## src/design/bthome_v2_payload_parser_macros.svh

```systemverilog
// ----------------------------------------------------------------------------
// BTHome v2 payload parser assertion macros
// Concurrent assertion shorthands clocked on i_clk and disabled in reset.
// ----------------------------------------------------------------------------
`ifndef BTHOME_V2_PAYLOAD_PARSER_MACROS_SVH
`define BTHOME_V2_PAYLOAD_PARSER_MACROS_SVH

// Same-cycle implication.
`define BTP_ASSERT_IMPLY(label, ante, cons) \
    label: assert property (@(posedge i_clk) disable iff (!i_rst_n) \
        (ante) |-> (cons)) else $error("assertion failed: same-cycle implication");

// Next-cycle implication.
`define BTP_ASSERT_NEXT(label, ante, cons) \
    label: assert property (@(posedge i_clk) disable iff (!i_rst_n) \
        (ante) |=> (cons)) else $error("assertion failed: next-cycle implication");

`endif

```

## src/design/btp_pkg.sv

```systemverilog
`default_nettype none
// ----------------------------------------------------------------------------
// BTHome v2 payload parser package
// Request types, object ids, and decode helpers shared by the parser.
// ----------------------------------------------------------------------------
package btp_pkg;

    // Info byte fields.
    localparam logic [2:0] VERSION_TWO   = 3'b010;
    localparam int         INFO_ENC_BIT  = 0;
    localparam int         INFO_TRIG_BIT = 2;

    // Object ids.
    localparam logic [7:0] OBJ_PACKET_ID  = 8'h00;
    localparam logic [7:0] OBJ_BATTERY    = 8'h01;
    localparam logic [7:0] OBJ_TEMP_CENTI = 8'h02;
    localparam logic [7:0] OBJ_HUM_CENTI  = 8'h03;
    localparam logic [7:0] OBJ_HUM_PCT    = 8'h2E;
    localparam logic [7:0] OBJ_BUTTON     = 8'h3A;
    localparam logic [7:0] OBJ_TEMP_DECI  = 8'h45;

    // Value lengths.
    localparam logic [1:0] OBJ_LEN_NONE = 2'd0;
    localparam logic [1:0] OBJ_LEN_ONE  = 2'd1;
    localparam logic [1:0] OBJ_LEN_TWO  = 2'd2;

    // Button event coding.
    localparam logic [7:0] BTN_RAW_MAX      = 8'h06;
    localparam logic [7:0] BTN_RAW_HOLD     = 8'h80;
    localparam logic [3:0] BTN_CODE_NONE    = 4'd0;
    localparam logic [3:0] BTN_CODE_HOLD    = 4'd8;
    localparam logic [3:0] BTN_CODE_UNKNOWN = 4'd9;

    // Scaling of the percent humidity object to hundredths.
    localparam logic [15:0] HUM_SCALE = 16'd100;

    // Seen flag positions.
    localparam int SEEN_PKT  = 0;
    localparam int SEEN_BAT  = 1;
    localparam int SEEN_HUM  = 2;
    localparam int SEEN_TEMP = 3;

    typedef struct packed {
        logic [7:0] data_byte;
        logic       last_byte;
    } t_in_req;

    typedef struct packed {
        logic               ok;
        logic               encrypted;
        logic               trigger_based;
        logic [7:0]         packet_number;
        logic               packet_number_seen;
        logic [7:0]         battery_percent;
        logic               battery_seen;
        logic [15:0]        humidity_centi;
        logic               humidity_seen;
        logic signed [19:0] temperature_centi;
        logic               temperature_seen;
        logic [3:0]         button_event;
    } t_out_req;

    function automatic logic [1:0] object_length(input logic [7:0] id);
        logic [1:0] len;
        case (id)
            OBJ_PACKET_ID, OBJ_BATTERY, OBJ_HUM_PCT, OBJ_BUTTON: len = OBJ_LEN_ONE;
            OBJ_HUM_CENTI, OBJ_TEMP_DECI, OBJ_TEMP_CENTI:        len = OBJ_LEN_TWO;
            default:                                             len = OBJ_LEN_NONE;
        endcase
        return len;
    endfunction

    function automatic logic [3:0] button_code(input logic [7:0] v);
        logic [3:0] code;
        if (v <= BTN_RAW_MAX) begin
            code = v[3:0] + 4'd1;
        end else if (v == BTN_RAW_HOLD) begin
            code = BTN_CODE_HOLD;
        end else begin
            code = BTN_CODE_UNKNOWN;
        end
        return code;
    endfunction

endpackage
`default_nettype wire

```

## src/design/bthome_v2_payload_parser.sv

```systemverilog
`default_nettype none
// A record's last byte is accepted into the input register; the record is valid once the output register takes it.
// Throughput: one byte per cycle; the update of the parse state for each byte bounds it.
// A result that waits in the output register only holds off a later last byte.
// Reset (synchronous, active low) returns the parser to expecting an info byte
// and empties the input and output registers.
// ----------------------------------------------------------------------------
// BTHome v2 payload parser
// Streams advertisement payload bytes, decodes the info byte and the known
// sensor objects, and emits one record with seen flags per packet.
// ----------------------------------------------------------------------------
module bthome_v2_payload_parser
    import btp_pkg::*;
(
    input  wire       i_clk,
    input  wire       i_rst_n,
    input  wire       i_in_valid,
    output logic      o_in_stall,
    input  wire t_in_req i_in_req,
    output logic      o_out_valid,
    input  wire       i_out_stall,
    output t_out_req  o_out_req
);

    // Parse phase: an unencrypted version two info byte opens a packet, then id and
    // value bytes alternate; any other info byte or an unknown id goes to the skip phase.
    typedef enum logic [1:0] {
        PH_INFO  = 2'd0,
        PH_OBJ   = 2'd1,
        PH_VALUE = 2'd2,
        PH_SKIP  = 2'd3
    } t_phase;

    // Input register.
    logic    r_s1_valid;
    t_in_req r_s1;

    // Parse state.
    t_phase             r_phase,       n_phase;
    logic [7:0]         r_cur_obj,     n_cur_obj;
    logic [7:0]         r_low_byte,    n_low_byte;
    logic               r_second_half, n_second_half;
    logic [7:0]         r_pkt_num,     n_pkt_num;
    logic [7:0]         r_battery,     n_battery;
    logic [15:0]        r_humidity,    n_humidity;
    logic signed [19:0] r_temp,        n_temp;
    logic [3:0]         r_button,      n_button;
    logic [3:0]         r_seen,        n_seen;
    logic               r_hdr_ok,      n_hdr_ok;
    logic               r_hdr_enc,     n_hdr_enc;
    logic               r_hdr_trig,    n_hdr_trig;

    // Output register.
    logic     r_out_valid;
    t_out_req r_out;
    t_out_req n_out;

    logic               s1_go;
    logic               in_accept;
    logic [7:0]         b;
    logic [15:0]        raw16;
    logic signed [19:0] raw_sext;
    logic signed [19:0] raw_x10;

    // A byte that ends a packet needs room in the output register; every
    // other byte only updates the parse state and always moves on.
    assign s1_go     = r_s1_valid && !(r_s1.last_byte && r_out_valid && i_out_stall);
    assign o_in_stall = r_s1_valid && !s1_go;
    assign in_accept = i_in_valid && !o_in_stall;

    assign b        = r_s1.data_byte;
    assign raw16    = {b, r_low_byte};
    assign raw_sext = {{4{raw16[15]}}, raw16};
    // Times ten as two shifted copies; the product always fits in 20 bits.
    assign raw_x10  = (raw_sext <<< 3) + (raw_sext <<< 1);

    always_comb begin
        n_phase       = r_phase;
        n_cur_obj     = r_cur_obj;
        n_low_byte    = r_low_byte;
        n_second_half = r_second_half;
        n_pkt_num     = r_pkt_num;
        n_battery     = r_battery;
        n_humidity    = r_humidity;
        n_temp        = r_temp;
        n_button      = r_button;
        n_seen        = r_seen;
        n_hdr_ok      = r_hdr_ok;
        n_hdr_enc     = r_hdr_enc;
        n_hdr_trig    = r_hdr_trig;

        if (s1_go) begin
            unique case (r_phase)
                PH_INFO: begin
                    // A new packet starts from clean values.
                    n_cur_obj     = '0;
                    n_low_byte    = '0;
                    n_second_half = 1'b0;
                    n_pkt_num     = '0;
                    n_battery     = '0;
                    n_humidity    = '0;
                    n_temp        = '0;
                    n_button      = '0;
                    n_seen        = '0;
                    n_hdr_enc     = b[INFO_ENC_BIT];
                    n_hdr_trig    = b[INFO_TRIG_BIT];
                    n_hdr_ok      = (b[7:5] == VERSION_TWO);
                    n_phase       = ((b[7:5] == VERSION_TWO) && !b[INFO_ENC_BIT])
                                    ? PH_OBJ : PH_SKIP;
                end
                PH_OBJ: begin
                    n_cur_obj     = b;
                    n_second_half = 1'b0;
                    n_phase       = (object_length(b) != OBJ_LEN_NONE) ? PH_VALUE : PH_SKIP;
                end
                PH_VALUE: begin
                    case (object_length(r_cur_obj))
                        OBJ_LEN_ONE: begin
                            case (r_cur_obj)
                                OBJ_PACKET_ID: begin
                                    n_pkt_num        = b;
                                    n_seen[SEEN_PKT] = 1'b1;
                                end
                                OBJ_BATTERY: begin
                                    n_battery        = b;
                                    n_seen[SEEN_BAT] = 1'b1;
                                end
                                OBJ_HUM_PCT: begin
                                    n_humidity       = 16'({8'h00, b} * HUM_SCALE);
                                    n_seen[SEEN_HUM] = 1'b1;
                                end
                                OBJ_BUTTON: begin
                                    n_button = button_code(b);
                                end
                                default: begin
                                end
                            endcase
                            n_phase = PH_OBJ;
                        end
                        OBJ_LEN_TWO: begin
                            if (!r_second_half) begin
                                n_low_byte    = b;
                                n_second_half = 1'b1;
                            end else begin
                                case (r_cur_obj)
                                    OBJ_HUM_CENTI: begin
                                        n_humidity       = raw16;
                                        n_seen[SEEN_HUM] = 1'b1;
                                    end
                                    OBJ_TEMP_DECI: begin
                                        n_temp            = raw_x10;
                                        n_seen[SEEN_TEMP] = 1'b1;
                                    end
                                    OBJ_TEMP_CENTI: begin
                                        n_temp            = raw_sext;
                                        n_seen[SEEN_TEMP] = 1'b1;
                                    end
                                    default: begin
                                    end
                                endcase
                                n_second_half = 1'b0;
                                n_phase       = PH_OBJ;
                            end
                        end
                        default: begin
                        end
                    endcase
                end
                PH_SKIP: begin
                end
                default: begin
                end
            endcase

            // The last byte always closes the packet, even inside a value.
            if (r_s1.last_byte) begin
                n_phase       = PH_INFO;
                n_second_half = 1'b0;
            end
        end
    end

    // The record reflects the state after the last byte has been applied.
    always_comb begin
        n_out.ok                 = n_hdr_ok;
        n_out.encrypted          = n_hdr_enc;
        n_out.trigger_based      = n_hdr_trig;
        n_out.packet_number      = n_pkt_num;
        n_out.packet_number_seen = n_seen[SEEN_PKT];
        n_out.battery_percent    = n_battery;
        n_out.battery_seen       = n_seen[SEEN_BAT];
        n_out.humidity_centi     = n_humidity;
        n_out.humidity_seen      = n_seen[SEEN_HUM];
        n_out.temperature_centi  = n_temp;
        n_out.temperature_seen   = n_seen[SEEN_TEMP];
        n_out.button_event       = n_button;
    end

    always_ff @(posedge i_clk) begin
        if (!i_rst_n) begin
            r_s1_valid    <= 1'b0;
            r_out_valid   <= 1'b0;
            r_phase       <= PH_INFO;
            r_second_half <= 1'b0;
        end else begin
            if (in_accept) begin
                r_s1_valid <= 1'b1;
            end else if (s1_go) begin
                r_s1_valid <= 1'b0;
            end

            if (s1_go && r_s1.last_byte) begin
                r_out_valid <= 1'b1;
            end else if (!i_out_stall) begin
                r_out_valid <= 1'b0;
            end

            r_phase       <= n_phase;
            r_second_half <= n_second_half;
        end
    end

    always_ff @(posedge i_clk) begin
        if (in_accept) begin
            r_s1 <= i_in_req;
        end
        if (s1_go && r_s1.last_byte) begin
            r_out <= n_out;
        end
        r_cur_obj  <= n_cur_obj;
        r_low_byte <= n_low_byte;
        r_pkt_num  <= n_pkt_num;
        r_battery  <= n_battery;
        r_humidity <= n_humidity;
        r_temp     <= n_temp;
        r_button   <= n_button;
        r_seen     <= n_seen;
        r_hdr_ok   <= n_hdr_ok;
        r_hdr_enc  <= n_hdr_enc;
        r_hdr_trig <= n_hdr_trig;
    end

    assign o_out_valid = r_out_valid;
    assign o_out_req   = r_out;

`include "bthome_v2_payload_parser_macros.svh"

    `BTP_ASSERT_NEXT(a_last_closes_packet, s1_go && r_s1.last_byte, r_out_valid && r_phase == PH_INFO)
    `BTP_ASSERT_IMPLY(a_value_has_known_id, r_phase == PH_VALUE, object_length(r_cur_obj) != OBJ_LEN_NONE)
    `BTP_ASSERT_IMPLY(a_second_half_two_byte, r_second_half, r_phase == PH_VALUE && object_length(r_cur_obj) == OBJ_LEN_TWO)
    `BTP_ASSERT_IMPLY(a_bad_version_no_values, r_out_valid && !r_out.ok, !r_out.packet_number_seen && !r_out.battery_seen && !r_out.humidity_seen && !r_out.temperature_seen && r_out.button_event == BTN_CODE_NONE)

endmodule
`default_nettype wire
```

## config.mk

```make
export PLATFORM = sky130hd
export DESIGN_NAME = bthome_v2_payload_parser
export DESIGN_NICKNAME = d
export VERILOG_FILES = /design/src/design/btp_pkg.sv /design/src/design/bthome_v2_payload_parser.sv
export VERILOG_INCLUDE_DIRS = /design/src /design/src/design
export SDC_FILE = /design/constraint.sdc
export NUM_CORES = 1
export LEC_CHECK = 0
export BUFFER_PORTS_ARGS = -buffer_cell sky130_fd_sc_hd__buf_2
export CORE_ASPECT_RATIO = 1.5
export CORE_MARGIN = 5
export CORE_UTILIZATION = 61
export CTS_BUF_LIST = sky130_fd_sc_hd__clkbuf_8
export DETAILED_ROUTE_END_ITERATION = 16
export GPL_TIMING_DRIVEN = 0
export PLACE_DENSITY = 0.8
export SKIP_CTS_REPAIR_TIMING = 1
export SYNTH_ARGS = -nofsm -noshare
export SYNTH_HDL_FRONTEND = slang
export SYNTH_SLANG_ARGS = --single-unit
```

## constraint.sdc

```tcl
create_clock -name i_clk -period 5.2 [get_ports i_clk]
set_input_delay 0.78 -clock i_clk [delete_from_list [all_inputs] [get_ports i_clk]]
set_output_delay 0.78 -clock i_clk [all_outputs]
set_load 0.03 [all_outputs]
```

==> reports/metrics.cfg <==
[placed_design]
portBuffers = 77
placed_area_um2 = 7870
place_hpwl_um = 12900
routabilityCongestion = 0.957
dpl.cell_count = 879
pre_cts_ws_ns = 0.971

[synthesis]
netlist.area_leader.share = 0.365
ys_types = 59
syn_nets = 728
async_reset_ff_frac = 0
synth_seq_cells = 156
synth_area_um2 = 7240
synth_top_area_cell = edfxtp_1
syn_inst = 650
synth-main-ff-cell = edfxtp_1
synth_most_common_cell = edfxtp_1
ys.warnings.count = 0
synth_area_leaders = edfxtp_1, dfxtp_1, ha_1, o21ai_0, nand2_1
synth_common_cells = edfxtp_1, nand2_1, dfxtp_1, o21ai_0, ha_1
synth-seq-area-share = 0.553
synth-edff-count = 88
avgSynthCellArea_um2 = 11.1

[worst_setup_path]
crit_path_end_kind = flop
critPathLaunchType = flop
arrival_ns = 4.55
crit_fanout = 9
path_class = flop to flop
cp_data_required_time_ns = 5.39

[sta]
fin_worst_skew_ns = 0.0133
setup_viol = 0
drv_slew = 0
fin_crit_ns = 4.36
grt_setup_unrepaired = false
fin_crit_sh = 0.838
setup_ws_ns = 0.843
slew_headroom = 0.474
setup_tns_ns = 0
hold_violations = 0
worst_hold_slack_ns = 0.450
worstMarginPinSlew_ns = 0.787
max_freq_mhz = 229

[drt]
ant_nets = 0
viasPerCell = 6.02
wl_per_cell_um = 19.4
vias = 5484
routed_wl_um = 17700
firstDrtPassIters = 5
drtIter0Drc = 308
drc = 0

[global_routing]
antenna_found_initial = 0
grt_first_pass_wirelength_um = 28000
first_global_vias = 5492
grt_overflow = 0
grtUsageTotal = 0.257
grt_max_degree = 28

[final_layout]
nNetsFinal = 826
syn2layout_area_growth_pct = 14.4
fin_area_um2 = 8280
final_util = 0.714
layout-drive-gt1-share = 0.171
final_cells = 911
diodes = 0

[floorplan]
io_pins = 78
dieArea_um2 = 14200
die_h_um = 143
num_rows = 48
core-area_um2 = 11600
start_util = 0.624
fp.dieW_um = 98.9

[clock_tree]
insertion_delay_ns = 0.45
cts_inserted_buffers = 17
cts_sinks = 156
clk_pin_slew_worst_paths_ns = 0.09
cts_root_buffer = clkbuf_8
cts_tree = built
htreeDepth = 4
clockBufferDepth = 2

[run]
maxCapViolCount = 0

[run_status]
status = finished, final reports clean

[power_and_ir_drop]
peakVddDrop_uv = 219
power_leakage_nw = 3.32
power_mw = 2.63
powerDensity_nw_per_um2 = 318

[hold_path]
min_path_type = flop to flop

==> sequential cells by signal, indices dropped and copies added (netlist names), 2 cells and up <==
name	count
b	8
o_out_req	63
r_battery	8
r_button	4
r_cur_obj	8
r_humidity	16
r_low_byte	8
r_phase	2
r_pkt_num	8
r_seen	4
r_temp	20
==> path summary, 6_finish.rpt <==
kind | slack (ns) | startpoint | end | cells after the start
min | 0.45 | r_seen[1] | r_seen[1] | 2
max reg2reg | 0.84 | b[0] | o_out_req[40] | 14
min reg2reg | 0.45 | r_seen[1] | r_seen[1] | 2
max | 0.84 | b[0] | o_out_req[40] | 14
==> cells in the final DEF, fill, tap and decap left out, types with 8 or more instances in the layout <==
master / Yosys / layout
edfxtp_1: 88 / 88
buf_2: 5 / 82
nand2_1: 70 / 70
dfxtp_1: 68 / 68
o21ai_0: 65 / 65
ha_1: 61 / 61
nor2_1: 42 / 42
inv_1: 31 / 32
nand3_1: 26 / 26
a21oi_1: 22 / 21
a22oi_1: 20 / 20
clkbuf_8: 0 / 18
xor2_1: 12 / 12
clkbuf_1: 11 / 11
and2_1: 10 / 10
nand2b_1: 8 / 8
==> routing by layer <==
metal,track usage,up-vias,share of wire
met5,0,-,0
met2,0.435,216,0.50
met4,0.147,0,0.048
met3,0.0481,57,0.061
met1,0.305,2635,0.39
li1,-,2576,-
==> worst max-delay path, cell delays in order (launching register included) <==
cell      delay (ns)
edfxtp_1        0.60
clkbuf_1        0.63
inv_1           0.29
ha_1            0.42
ha_1            0.30
ha_1            0.22
inv_1           0.07
fa_1            0.20
inv_1           0.05
a21o_1          0.14
a21oi_1         0.22
o21ai_0         0.16
o41ai_1         0.40
xor2_1          0.25
o21ai_0         0.14
==> kinds of logic after synthesis <==
kind of cell               after synthesis  share of synthesized area
AOI/OAI and AO/OA                      170                      0.152
xor gates and xnor gates                18                     0.0218
adders and majority gates               65                      0.117
buffers and inverters                   49                     0.0278
DFF                                    156                      0.553
muxes                                    2                    0.00277
and+or+nand+nor                        190                      0.126
==> final cells by class <==
class | count | area (µm²)
flip-flops and latches | 156 | 4000
fillers | 850 | 3310
multi-input cells | 445 | 3040
repair buffers | 79 | 433
clock buffers | 18 | 248
well taps | 150 | 188
clock inverters | 14 | 160
inverters | 31 | 116
plain buffers | 18 | 85.1
==> where the power goes <==
part | total [mW] | switching (mW) | internal, mW
logic | 0.337 | 0.212 | 0.125
registers | 1.36 | 0.0342 | 1.33
clock network | 0.932 | 0.481 | 0.451
Note: power is estimated with default switching activity, not from simulation.
